[src/design/hrf_pkg.sv]
// Package: shared types, constants and character helpers of the HTTP request framer.
`timescale 1ns / 1ps
package hrf_pkg;

  localparam int LENGTH_BITS = 32;
  localparam int TOTAL_BITS  = LENGTH_BITS + 1;

  // room for a length times sixteen plus one digit
  typedef logic [LENGTH_BITS+3:0] len_ext_t;

  localparam logic [LENGTH_BITS-1:0] LEN_CAP   = {LENGTH_BITS{1'b1}};
  localparam logic [TOTAL_BITS-1:0]  TOTAL_CAP = {TOTAL_BITS{1'b1}};

  localparam logic [31:0] MAX_BODY_RESET = 32'd1048576;
  localparam logic [15:0] MAX_URI_RESET  = 16'd8192;

  // register indexes
  localparam logic REG_MAX_BODY = 1'b0;
  localparam logic REG_MAX_URI  = 1'b1;

  // error codes
  localparam logic [2:0] ERR_NONE      = 3'd0;
  localparam logic [2:0] ERR_BAD_REQ   = 3'd1;
  localparam logic [2:0] ERR_VERSION   = 3'd2;
  localparam logic [2:0] ERR_URI_LONG  = 3'd3;
  localparam logic [2:0] ERR_TOO_LARGE = 3'd4;

  // header name flags
  localparam logic [2:0] NF_TE  = 3'b001;
  localparam logic [2:0] NF_CL  = 3'b010;
  localparam logic [2:0] NF_VAL = 3'b100;

  localparam logic [7:0] CH_LF    = 8'h0A;
  localparam logic [7:0] CH_CR    = 8'h0D;
  localparam logic [7:0] CH_COLON = 8'h3A;

  typedef enum logic [7:0] {
    PH_REQ   = 8'b0000_0001,
    PH_HDR   = 8'b0000_0010,
    PH_BODY  = 8'b0000_0100,
    PH_CSIZE = 8'b0000_1000,
    PH_CDATA = 8'b0001_0000,
    PH_CCRLF = 8'b0010_0000,
    PH_DONE  = 8'b0100_0000,
    PH_ERR   = 8'b1000_0000
  } phase_t;

  typedef struct packed {
    phase_t                 phase;
    logic                   cr_seen;
    logic [1:0]             token_index;
    logic                   in_token;
    logic [16:0]            uri_count;
    logic [3:0]             version_match;
    logic                   line_empty;
    logic [4:0]             name_index;
    logic [2:0]             name_flags;
    logic [2:0]             chunked_match;
    logic                   chunked_flag;
    logic [LENGTH_BITS-1:0] length_value;
    logic                   length_seen;
    logic [LENGTH_BITS-1:0] remaining;
    logic [TOTAL_BITS-1:0]  body_total;
    logic                   hex_stopped;
    logic [1:0]             skip_count;
    logic [2:0]             error_state;
  } parse_st_t;

  typedef struct packed {
    logic [31:0] body_length;
    logic        chunked_body;
    logic [2:0]  error_code;
    logic        failed;
    logic        complete;
    logic        body_valid;
    logic [7:0]  body_byte;
  } result_t;

  function automatic logic is_ws(input logic [7:0] c);
    return (c == 8'h20) || ((c >= 8'd9) && (c <= 8'd13));
  endfunction

  function automatic logic [7:0] to_lower(input logic [7:0] c);
    return ((c >= 8'h41) && (c <= 8'h5A)) ? c + 8'd32 : c;
  endfunction

  // 16 means not a hex digit
  function automatic logic [4:0] hex_val(input logic [7:0] c);
    logic [7:0] lc;
    lc = to_lower(c);
    if ((c >= 8'h30) && (c <= 8'h39)) return 5'(c - 8'h30);
    if ((lc >= 8'h61) && (lc <= 8'h66)) return 5'(lc - 8'h61 + 8'd10);
    return 5'd16;
  endfunction

  function automatic logic [7:0] ver_char(input logic [3:0] i);
    case (i)
      4'd0: return 8'h48; // H
      4'd1: return 8'h54; // T
      4'd2: return 8'h54; // T
      4'd3: return 8'h50; // P
      4'd4: return 8'h2F; // /
      4'd5: return 8'h31; // 1
      4'd6: return 8'h2E; // .
      default: return 8'h00;
    endcase
  endfunction

  function automatic logic [7:0] te_char(input logic [4:0] i);
    case (i)
      5'd0:  return 8'h74; 5'd1:  return 8'h72; 5'd2:  return 8'h61;
      5'd3:  return 8'h6E; 5'd4:  return 8'h73; 5'd5:  return 8'h66;
      5'd6:  return 8'h65; 5'd7:  return 8'h72; 5'd8:  return 8'h2D;
      5'd9:  return 8'h65; 5'd10: return 8'h6E; 5'd11: return 8'h63;
      5'd12: return 8'h6F; 5'd13: return 8'h64; 5'd14: return 8'h69;
      5'd15: return 8'h6E; 5'd16: return 8'h67;
      default: return 8'h00;
    endcase
  endfunction

  function automatic logic [7:0] cl_char(input logic [4:0] i);
    case (i)
      5'd0:  return 8'h63; 5'd1:  return 8'h6F; 5'd2:  return 8'h6E;
      5'd3:  return 8'h74; 5'd4:  return 8'h65; 5'd5:  return 8'h6E;
      5'd6:  return 8'h74; 5'd7:  return 8'h2D; 5'd8:  return 8'h6C;
      5'd9:  return 8'h65; 5'd10: return 8'h6E; 5'd11: return 8'h67;
      5'd12: return 8'h74; 5'd13: return 8'h68;
      default: return 8'h00;
    endcase
  endfunction

  function automatic logic [7:0] ck_char(input logic [2:0] i);
    case (i)
      3'd0: return 8'h63; 3'd1: return 8'h68; 3'd2: return 8'h75;
      3'd3: return 8'h6E; 3'd4: return 8'h6B; 3'd5: return 8'h65;
      3'd6: return 8'h64;
      default: return 8'h00;
    endcase
  endfunction

endpackage

[src/design/http_request_framer_core.sv]
// Top level: byte-serial HTTP/1.x request framer and body decoder.
`timescale 1ns / 1ps
//  channel | dir | handshake              | payload
//  in_     | in  | in_tvalid / in_tready  | tdata: data_byte; tuser: new_request
//  out_    | out | out_tvalid / out_tready| tdata: body byte, flags, code, length
//  cfg_    | in  | cfg_we                 | cfg_addr selects register, cfg_wdata
//
// One item a cycle while in_tready is high: the step logic updates the parse
// state per accepted byte; its result lands in the output or skid register.
// A skid register behind the output lets one more item in while out_tready is
// low; in_tready drops only while that skid register is full.
// Reset (synchronous, rst_n low) clears parse state and loads register defaults.
module http_request_framer_core (
  input  logic        clk,
  input  logic        rst_n,
  input  logic        in_tvalid,
  output logic        in_tready,
  input  logic [7:0]  in_tdata,   // [7:0] data_byte
  input  logic        in_tuser,   // [0] new_request
  output logic        out_tvalid,
  input  logic        out_tready,
  // [7:0] body_byte, [8] body_valid, [9] complete, [10] failed,
  // [13:11] error_code, [14] chunked_body, [46:15] body_length, [47] zero
  output logic [47:0] out_tdata,
  input  logic        cfg_we,
  input  logic        cfg_addr,
  input  logic [31:0] cfg_wdata
);

  hrf_pkg::parse_st_t st_r, st_nxt;
  hrf_pkg::result_t   res_nxt, out_data_r, skid_data_r;
  logic               out_vld_r, skid_vld_r;
  logic [31:0]        max_body_r;
  logic [15:0]        max_uri_r;
  logic               acc;

  // Per-line state back to its start.
  function automatic hrf_pkg::parse_st_t line_clear(input hrf_pkg::parse_st_t s);
    hrf_pkg::parse_st_t t;
    t = s;
    t.cr_seen = 1'b0; t.line_empty = 1'b1; t.token_index = 2'd0; t.in_token = 1'b0;
    t.name_index = 5'd0; t.name_flags = hrf_pkg::NF_TE | hrf_pkg::NF_CL;
    t.chunked_match = 3'd0; t.remaining = '0; t.hex_stopped = 1'b0;
    return t;
  endfunction

  function automatic hrf_pkg::parse_st_t clear_parse(input hrf_pkg::parse_st_t s);
    hrf_pkg::parse_st_t t;
    t = line_clear(s);
    t.name_flags = 3'd0; t.phase = hrf_pkg::PH_REQ; t.uri_count = 17'd0;
    t.version_match = 4'd0; t.chunked_flag = 1'b0; t.length_value = '0;
    t.length_seen = 1'b0; t.body_total = '0; t.skip_count = 2'd0;
    t.error_state = hrf_pkg::ERR_NONE;
    return t;
  endfunction

  // Request-line byte: count tokens, measure the target, match the version.
  function automatic hrf_pkg::parse_st_t rl_char(input hrf_pkg::parse_st_t s,
                                                 input logic [7:0] c);
    hrf_pkg::parse_st_t t;
    logic ok;
    t = s;
    ok = 1'b0;
    if (hrf_pkg::is_ws(c)) begin
      if (t.in_token) begin
        t.in_token = 1'b0;
        if (t.token_index == 2'd3 && t.version_match <= 4'd8)
          t.version_match = (t.version_match == 4'd8) ? 4'd9 : 4'd15;
      end
    end else begin
      if (!t.in_token) begin
        t.in_token = 1'b1;
        if (t.token_index < 2'd3) t.token_index = t.token_index + 2'd1;
      end
      if (t.token_index == 2'd2) begin
        if (t.uri_count != 17'h1FFFF) t.uri_count = t.uri_count + 17'd1;
      end else if (t.token_index == 2'd3 && t.version_match < 4'd9) begin
        if (t.version_match == 4'd8) ok = 1'b0;
        else if (t.version_match == 4'd7) ok = (c == 8'h30) || (c == 8'h31);
        else ok = (c == hrf_pkg::ver_char(t.version_match));
        t.version_match = ok ? t.version_match + 4'd1 : 4'd15;
      end
    end
    return t;
  endfunction

  // Header byte: match the name, then look for chunked or read decimal digits.
  function automatic hrf_pkg::parse_st_t hd_char(input hrf_pkg::parse_st_t s,
                                                 input logic [7:0] c);
    hrf_pkg::parse_st_t t;
    logic [7:0] lc;
    logic [2:0] keep;
    hrf_pkg::len_ext_t prod;
    t = s;
    lc = hrf_pkg::to_lower(c);
    keep = hrf_pkg::NF_VAL;
    prod = '0;
    if ((t.name_flags & hrf_pkg::NF_VAL) == 3'd0) begin
      if (c == hrf_pkg::CH_COLON) begin
        if ((t.name_flags & hrf_pkg::NF_TE) != 3'd0 && t.name_index == 5'd17)
          keep = keep | hrf_pkg::NF_TE;
        if ((t.name_flags & hrf_pkg::NF_CL) != 3'd0 && t.name_index == 5'd14)
          keep = keep | hrf_pkg::NF_CL;
        t.name_flags = keep;
      end else if (hrf_pkg::is_ws(c)) begin
        if (t.name_index > 5'd0) t.in_token = 1'b1;
      end else if (t.in_token) begin
        t.name_flags = t.name_flags & ~(hrf_pkg::NF_TE | hrf_pkg::NF_CL);
      end else begin
        if (t.name_index >= 5'd17 || lc != hrf_pkg::te_char(t.name_index))
          t.name_flags = t.name_flags & ~hrf_pkg::NF_TE;
        if (t.name_index >= 5'd14 || lc != hrf_pkg::cl_char(t.name_index))
          t.name_flags = t.name_flags & ~hrf_pkg::NF_CL;
        if (t.name_index < 5'd31) t.name_index = t.name_index + 5'd1;
      end
    end else begin
      if ((t.name_flags & hrf_pkg::NF_TE) != 3'd0 && t.chunked_match < 3'd7)
        t.chunked_match = (lc == hrf_pkg::ck_char(t.chunked_match)) ?
                          t.chunked_match + 3'd1 : ((lc == 8'h63) ? 3'd1 : 3'd0);
      if ((t.name_flags & hrf_pkg::NF_CL) != 3'd0) begin
        if (!(hrf_pkg::is_ws(c) && !t.hex_stopped)) begin
          t.hex_stopped = 1'b1;
          if (t.token_index == 2'd0) begin
            if (c >= 8'h30 && c <= 8'h39) begin
              prod = (hrf_pkg::len_ext_t'(t.remaining) << 3)
                     + (hrf_pkg::len_ext_t'(t.remaining) << 1)
                     + hrf_pkg::len_ext_t'(c - 8'h30);
              t.remaining = (prod > hrf_pkg::len_ext_t'(hrf_pkg::LEN_CAP)) ?
                            hrf_pkg::LEN_CAP : prod[hrf_pkg::LENGTH_BITS-1:0];
            end else begin
              t.token_index = 2'd1;
            end
          end
        end
      end
    end
    return t;
  endfunction

  // Chunk size byte: hex digits after optional leading whitespace.
  function automatic hrf_pkg::parse_st_t sz_char(input hrf_pkg::parse_st_t s,
                                                 input logic [7:0] c);
    hrf_pkg::parse_st_t t;
    logic [4:0] d;
    hrf_pkg::len_ext_t prod;
    t = s;
    d = hrf_pkg::hex_val(c);
    prod = '0;
    if (!t.hex_stopped) begin
      if (d < 5'd16) begin
        prod = (hrf_pkg::len_ext_t'(t.remaining) << 4) + hrf_pkg::len_ext_t'(d);
        t.remaining = (prod > hrf_pkg::len_ext_t'(hrf_pkg::LEN_CAP)) ?
                      hrf_pkg::LEN_CAP : prod[hrf_pkg::LENGTH_BITS-1:0];
        t.token_index = 2'd1;
      end else if (!(hrf_pkg::is_ws(c) && t.token_index == 2'd0)) begin
        t.hex_stopped = 1'b1;
      end
    end
    return t;
  endfunction

  function automatic hrf_pkg::parse_st_t content(input hrf_pkg::parse_st_t s,
                                                 input logic [7:0] c);
    hrf_pkg::parse_st_t t;
    t = s;
    t.line_empty = 1'b0;
    if (t.phase == hrf_pkg::PH_REQ) t = rl_char(t, c);
    else if (t.phase == hrf_pkg::PH_HDR) t = hd_char(t, c);
    else t = sz_char(t, c);
    return t;
  endfunction

  // Line end: check the request line, latch header results, or close a size line.
  function automatic hrf_pkg::parse_st_t line_end(input hrf_pkg::parse_st_t s,
                                                  input logic [31:0] max_body,
                                                  input logic [15:0] max_uri);
    hrf_pkg::parse_st_t t;
    t = s;
    if (t.phase == hrf_pkg::PH_REQ) begin
      if (t.token_index != 2'd3) begin
        t.phase = hrf_pkg::PH_ERR; t.error_state = hrf_pkg::ERR_BAD_REQ;
      end else if (t.version_match != 4'd8 && t.version_match != 4'd9) begin
        t.phase = hrf_pkg::PH_ERR; t.error_state = hrf_pkg::ERR_VERSION;
      end else if (t.uri_count > {1'b0, max_uri}) begin
        t.phase = hrf_pkg::PH_ERR; t.error_state = hrf_pkg::ERR_URI_LONG;
      end else begin
        t = line_clear(t);
        t.phase = hrf_pkg::PH_HDR;
      end
    end else if (t.phase == hrf_pkg::PH_HDR) begin
      if (t.line_empty) begin
        if (t.chunked_flag) begin
          t = line_clear(t);
          t.phase = hrf_pkg::PH_CSIZE;
        end else if (t.length_seen) begin
          if (max_body != 32'd0 && t.length_value > max_body) begin
            t.phase = hrf_pkg::PH_ERR; t.error_state = hrf_pkg::ERR_TOO_LARGE;
          end else if (t.length_value == '0) begin
            t.phase = hrf_pkg::PH_DONE;
          end else begin
            t.remaining = t.length_value;
            t.phase = hrf_pkg::PH_BODY;
          end
        end else begin
          t.phase = hrf_pkg::PH_DONE;
        end
      end else begin
        if ((t.name_flags & hrf_pkg::NF_VAL) != 3'd0) begin
          if ((t.name_flags & hrf_pkg::NF_TE) != 3'd0)
            t.chunked_flag = (t.chunked_match == 3'd7);
          if ((t.name_flags & hrf_pkg::NF_CL) != 3'd0) begin
            t.length_seen = t.hex_stopped;
            t.length_value = t.remaining;
          end
        end
        t = line_clear(t);
      end
    end else begin
      t.phase = (t.remaining == '0) ? hrf_pkg::PH_DONE : hrf_pkg::PH_CDATA;
    end
    return t;
  endfunction

  assign acc        = in_tvalid & in_tready;
  assign in_tready  = ~skid_vld_r;
  assign out_tvalid = out_vld_r;
  assign out_tdata  = {1'b0, out_data_r};

  // Step logic: one byte through the parser.
  always_comb begin
    hrf_pkg::parse_st_t s;
    logic [7:0] b;
    logic       valid;
    logic       done;
    b     = in_tdata;
    valid = 1'b0;
    done  = 1'b0;
    s     = st_r;
    if (in_tuser) s = clear_parse(s);
    case (s.phase)
      hrf_pkg::PH_REQ, hrf_pkg::PH_HDR, hrf_pkg::PH_CSIZE: begin
        if (b == hrf_pkg::CH_LF && s.cr_seen) begin
          s.cr_seen = 1'b0;
          s = line_end(s, max_body_r, max_uri_r);
        end else begin
          // a CR not followed by LF is plain whitespace
          if (s.cr_seen) s = content(s, hrf_pkg::CH_CR);
          if (b == hrf_pkg::CH_CR) begin
            s.cr_seen = 1'b1;
          end else begin
            s.cr_seen = 1'b0;
            s = content(s, b);
          end
        end
      end
      hrf_pkg::PH_BODY: begin
        valid = 1'b1;
        s.remaining = s.remaining - 1'b1;
        if (s.remaining == '0) s.phase = hrf_pkg::PH_DONE;
      end
      hrf_pkg::PH_CDATA: begin
        if (s.body_total != hrf_pkg::TOTAL_CAP) s.body_total = s.body_total + 1'b1;
        if (max_body_r != 32'd0 && s.body_total > {1'b0, max_body_r}) begin
          s.phase = hrf_pkg::PH_ERR;
          s.error_state = hrf_pkg::ERR_TOO_LARGE;
        end else begin
          valid = 1'b1;
          s.remaining = s.remaining - 1'b1;
          if (s.remaining == '0) begin
            s.skip_count = 2'd2;
            s.phase = hrf_pkg::PH_CCRLF;
          end
        end
      end
      hrf_pkg::PH_CCRLF: begin
        // drop the two bytes after each chunk's data
        if (s.skip_count != 2'd0) s.skip_count = s.skip_count - 2'd1;
        if (s.skip_count == 2'd0) begin
          s = line_clear(s);
          s.phase = hrf_pkg::PH_CSIZE;
        end
      end
      default: begin
      end
    endcase
    st_nxt = s;

    done = (s.phase == hrf_pkg::PH_DONE);
    res_nxt.body_byte    = valid ? b : 8'd0;
    res_nxt.body_valid   = valid;
    res_nxt.complete     = done;
    res_nxt.failed       = (s.phase == hrf_pkg::PH_ERR);
    res_nxt.error_code   = s.error_state;
    res_nxt.chunked_body = s.chunked_flag && s.phase != hrf_pkg::PH_REQ &&
                           s.phase != hrf_pkg::PH_HDR;
    res_nxt.body_length  = 32'd0;
    if (s.phase != hrf_pkg::PH_REQ && s.phase != hrf_pkg::PH_HDR) begin
      if (s.chunked_flag) begin
        if (done)
          res_nxt.body_length = s.body_total[hrf_pkg::TOTAL_BITS-1] ?
                                32'hFFFF_FFFF : s.body_total[31:0];
      end else if (s.length_seen) begin
        res_nxt.body_length = s.length_value;
      end
    end
  end

  // Parse state and configuration.
  always_ff @(posedge clk) begin
    if (!rst_n) begin
      st_r       <= clear_parse('0);
      max_body_r <= hrf_pkg::MAX_BODY_RESET;
      max_uri_r  <= hrf_pkg::MAX_URI_RESET;
    end else begin
      if (acc) st_r <= st_nxt;
      if (cfg_we) begin
        case (cfg_addr)
          hrf_pkg::REG_MAX_BODY: max_body_r <= cfg_wdata;
          hrf_pkg::REG_MAX_URI:  max_uri_r  <= cfg_wdata[15:0];
          default: begin
          end
        endcase
      end
    end
  end

  // Output register and skid control.
  always_ff @(posedge clk) begin
    if (!rst_n) begin
      out_vld_r  <= 1'b0;
      skid_vld_r <= 1'b0;
    end else if (out_vld_r && !out_tready) begin
      if (acc) skid_vld_r <= 1'b1;
    end else if (skid_vld_r) begin
      out_vld_r  <= 1'b1;
      skid_vld_r <= 1'b0;
    end else begin
      out_vld_r <= acc;
    end
  end

  always_ff @(posedge clk) begin
    if (out_vld_r && !out_tready) begin
      if (acc) skid_data_r <= res_nxt;
    end else if (skid_vld_r) begin
      out_data_r <= skid_data_r;
    end else if (acc) begin
      out_data_r <= res_nxt;
    end
  end

  // A full skid register always sits behind a valid output.
  a_skid_behind_out: assert property (@(posedge clk) disable iff (!rst_n)
    skid_vld_r |-> out_vld_r) else $error("skid full with output empty");

  // A stalled output keeps its item, also when the skid register fills.
  a_hold_on_stall: assert property (@(posedge clk) disable iff (!rst_n)
    (out_vld_r && !out_tready) |=> (out_vld_r && $stable(out_data_r)))
    else $error("stalled item lost");

  // Body bytes are never passed out with the failed flag or an error code set.
  a_body_clean: assert property (@(posedge clk) disable iff (!rst_n)
    (out_vld_r && out_data_r.body_valid) |->
    (!out_data_r.failed && out_data_r.error_code == hrf_pkg::ERR_NONE))
    else $error("body byte with error");

endmodule
[config.mk]
export PLATFORM = sky130hd
export DESIGN_NAME = http_request_framer_core
export DESIGN_NICKNAME = d
export VERILOG_FILES = /design/src/design/hrf_pkg.sv /design/src/design/http_request_framer_core.sv
export SDC_FILE = /design/constraint.sdc
export NUM_CORES = 2
export LEC_CHECK = 0
export BUFFER_PORTS_ARGS = -buffer_cell sky130_fd_sc_hd__buf_4
export CORE_MARGIN = 2
export CORE_UTILIZATION = 50
export CTS_BUF_LIST = sky130_fd_sc_hd__clkbuf_16
export DETAILED_ROUTE_END_ITERATION = 10
export PLACE_DENSITY = 0.67
export SYNTH_ARGS = -nofsm -noshare
export SYNTH_HDL_FRONTEND = slang
export SYNTH_SLANG_ARGS = --single-unit
[constraint.sdc]
create_clock -name clk -period 15.05 [get_ports clk]
set_clock_uncertainty 0.2 [all_clocks]
set_input_delay 1.505 -clock clk [delete_from_list [all_inputs] [get_ports clk]]
set_output_delay 1.505 -clock clk [all_outputs]
set_load 0.1 [all_outputs]
==> key figures <==
Detailed routing
  – Post-Route WL: roughly 100000 um
  – Drt wl/cell: about 25 um
  – 1st-iter DRT viols: 3450
  – DR vias: 26880
  – Post-DRT Antenna Nets: 0
  – Routed vias/inst: between 6 and 7
  – DR pass1 iterations: 6
  – DRC: 0

Clocking
  – CTS tree: yes
  – Clock Pin Slew Worst Setup and Hold Paths: roughly 0.06 ns
  – Max clock buf depth: 3
  – Hold buffers post-CTS: 0
  – H-Tree Depth: 2
  – Setup Fix Bufs, Post-CTS: 0
  – Cts bufs inserted: 36
  – Post-cts repair resize count: 0
  – Clock tree sinks: 294
  – CTS root buffer: clkbuf_16
  – Clock latency on the worst-skew pair: 0.57 ns

Power and ir drop
  – Leak: approximately 11 nW
  – Pwr/cell area: between 80 and 90 mW/mm2
  – PnR Total Power: roughly 2.4 mW
  – Max VDD drop: ~0.066 mV

Flow run
  – Maxcap violations: 0

Synth
  – Cells after Synth: between 3000 and 4000
  – Synth warnings: 0
  – Post-Syn Area per Cell: roughly 7.4 um2
  – Synth async-reset ratio: 0%
  – Seq/Total Area, Yosys: 26.86%
  – Yosys reg bits: between 200 and 300
  – Synth Cell Area: between 0.02 and 0.03 mm2
  – Post-synth EDFFs: 94
  – Leading register cell type out of synthesis: dfxtp_1
  – Synth unique cells: 87
  – Post-synth net total: approximately 3700

Final layout
  – Post-route cell area: 0.02753 mm2
  – Antenna Cells: 0
  – Fraction of layout cells with a size suffix above 1: ~7.4%
  – Syn-to-layout area delta: 8.310%
  – Fin util: 54.87%
  – Fill count: slightly below 5000
  – Nets: between 3000 and 4000
  – Finished Layout Cells: roughly 4000

STA
  – Finish-stage setup viols: 0
  – Final hold slack: around 0.26 ns
  – Tcrit/Tclk final: 53.84%
  – Fmax: roughly 120 MHz
  – Hold Vio Cnt, Final: 0
  – Final WS setup: approximately 6.9 ns
  – Final min period: 8.102 ns
  – Sum Neg Setup Slack: 0 ns
  – Normalized max-slew margin: 20.28%
  – RSZ-0062 raised after global routing: no
  – Max-slew violation count: 0
  – Worst slew pin tran: roughly 1.2 ns

Global route
  – Initial antenna violation count: 1
  – Gr usage total: a little under two fifths
  – Remaining global-route overflow: 0
  – Largest net degree at the start of global routing: 177
  – Vias in the first global route: 25250
  – First-pass GRT wire length: approximately 150000 um

Setup path
  – Critical Path RT: 15.14 ns
  – Crit-path cells: buf_6, nor2b_1, ha_1, nand2_1, nor4_1, nand4_1, o21ai_1, nor3_1, buf_4, nand3_1, or3_1, a21oi_1, ha_1, nand4_1, nor4_1, a31oi_1, a21oi_1, a21oi_1, a221oi_1, inv_1, nor4_1, a31o_2, o21ai_0
  – Crit Reg-Reg Startpoint: st_r[32]
  – Slowest stage delay, CP: between 0.7 and 0.8 ns
  – Setup crit start kind: input pin
  – Worst Setup SP: in_tuser
  – CP Max Fanout: between 80 and 90
  – Slowest-stage cell, CP: a31o_2
  – Crit. End Element: register
  – Critical path class: input pin to register
  – WP data arrival: between 8 and 9 ns

Die
  – Core area: 0.05017 mm2
  – Boundary pin count: 97
  – Die Span Y: ~230 um
  – Row cnt: between 80 and 90
  – Initial Utilization: 50.66%
  – Die area: 0.05265 mm2
  – Chip width: ~230 um

Place
  – Number of port buffers: 95
  – Dpl cells: between 3000 and 4000
  – Setup WS pre-CTS: a little under 6 ns
  – GP Congestion: a little over 1
  – Post-DP HPWL: 76080 um
  – Placed cell area: between 0.02 and 0.03 mm2

Hold path
  – Hold Path Class: register to register
  – Hold Startpoint: max_uri_r[8]

Outcome
  – Status: complete, no violations
-- routing by layer --
metal  GRT usage (%)  up-vias  wire length, um
li1                -    12220                -
met1           49.91    12740            41430
met2           57.35     1596            43950
met3           6.661      327            10040
met4           21.02        0             6348
met5               0        -                0
-- cell usage in the layout (no fill, tap or decap), types with 31 or more instances in the layout --
cell,n
a31oi_1,38
dfxtp_1,199
nor2_1,360
mux2i_1,42
nand3_1,89
a21oi_1,302
inv_1,133
fa_1,31
o21ai_1,33
ha_1,155
a211oi_1,69
edfxtp_1,94
nand4_1,41
a22oi_1,43
o21ai_0,212
nor3_1,87
nor2b_1,87
nand2_1,442
buf_4,135
or3_1,36
and3_1,34
nor4_1,54
clkbuf_16,36
xor2_1,41
a21o_1,32
xnor2_1,89
-- final cells by class --
class / instances / area [um2] / share of cell area [%]
clock inverter: 30 / 282.8 / 1.027
tap: 672 / 840.8 / 3.054
multi-input combinational: 2741 / 17130 / 62.24
inverter: 130 / 493.0 / 1.791
timing repair buffer: 138 / 1050 / 3.813
clock buffer: 36 / 900.9 / 3.273
sequential: 294 / 6828 / 24.80
-- critical path: cells and delay by family --
kind / cells / cell delay [ns]
buffers and inverters: 3 / 0.54
adder cells (fa/ha/maj): 2 / 0.62
AND/OR/NAND/NOR: 10 / 2.44
AO/OA/AOI/OAI: 8 / 3.05
-- cells in the mapped netlist, types with 12 or more instances --
cell type    n  area (um2)
nor2_1     362        1359
nand4_1     41       256.5
and4_1      15       131.4
nand2_1    443        1663
o31ai_1     19       142.6
inv_1      127       476.7
fa_1        31       620.6
buf_2       15       75.07
edfxtp_1    94        2823
ha_1       155        1939
nor2b_1     89       556.8
xnor2_1     89       779.5
or4_1       17       127.6
o221ai_1    13       113.9
and3_1      34       212.7
a221oi_1    28       245.2
a2111oi_0   13       113.9
a21o_1      32       240.2
a31oi_1     38       237.7
a311oi_1    13       113.9
buf_1       12       45.04
or3_1       36       225.2
nor3_1      88       440.4
nand3_1     89       445.4
clkbuf_1   225       844.6
a21oi_1    304        1521
or2_2       15       93.84
nand2b_1    21       131.4
a211oi_1    69       518.0
and2_1      25       156.4
a22oi_1     43       322.8
o21ai_0    213        1066
o21ai_1     32       160.2
xor2_1      41       359.1
o211ai_1    13       97.59
o22ai_1     23       143.9
o21a_1      20       150.1
nor4_1      57       356.6
mux2i_1     42       420.4
dfxtp_1    200        4004
-- final timing paths --
| check | endpoint | slack [ns] | cells after the start |
|---|---|---|---|
| min | max_uri_r[8] | 0.26 | 2 |
| max | out_tdata[45] | 6.95 | 23 |
| max reg2reg | out_tdata[45] | 7.81 | 20 |
| min reg2reg | max_uri_r[8] | 0.26 | 2 |
-- kinds of logic (layout without fill, tap and decap cells) --
family / count (synthesis) / after routing / share of synthesized area [%]
XOR/XNOR: 130 / 130 / 4.480
AND/OR/NAND/NOR: 1376 / 1376 / 25.74
multiplexers: 53 / 53 / 2.141
buffers and inverters: 388 / 334 / 5.967
adder cells (fa/ha/maj): 186 / 186 / 10.07
flip-flops: 294 / 294 / 26.86
AO/OA/AOI/OAI: 995 / 995 / 24.73
other: 1 / 1 / 0.01475
-- report_power, final --
| group | switching [mW] | internal [mW] | leakage, nW | total (mW) |
|---|---|---|---|---|
| clock | 0.381 | 0.512 | 0.604 | 0.893 |
| combinational | 0.395 | 0.167 | 7.46 | 0.562 |
| sequential | 0.0492 | 0.848 | 2.47 | 0.898 |
| total | 0.825 | 1.53 | 10.5 | 2.35 |
-- sequential cells by signal (all words and copies together), names as in the netlist --
register and count:
max_uri_r 16, st_r 150, skid_vld_r 1, max_body_r 32, out_tvalid 1, skid_data_r 47, out_tdata 47
No activity file was read; power rests on OpenSTA's default activity.
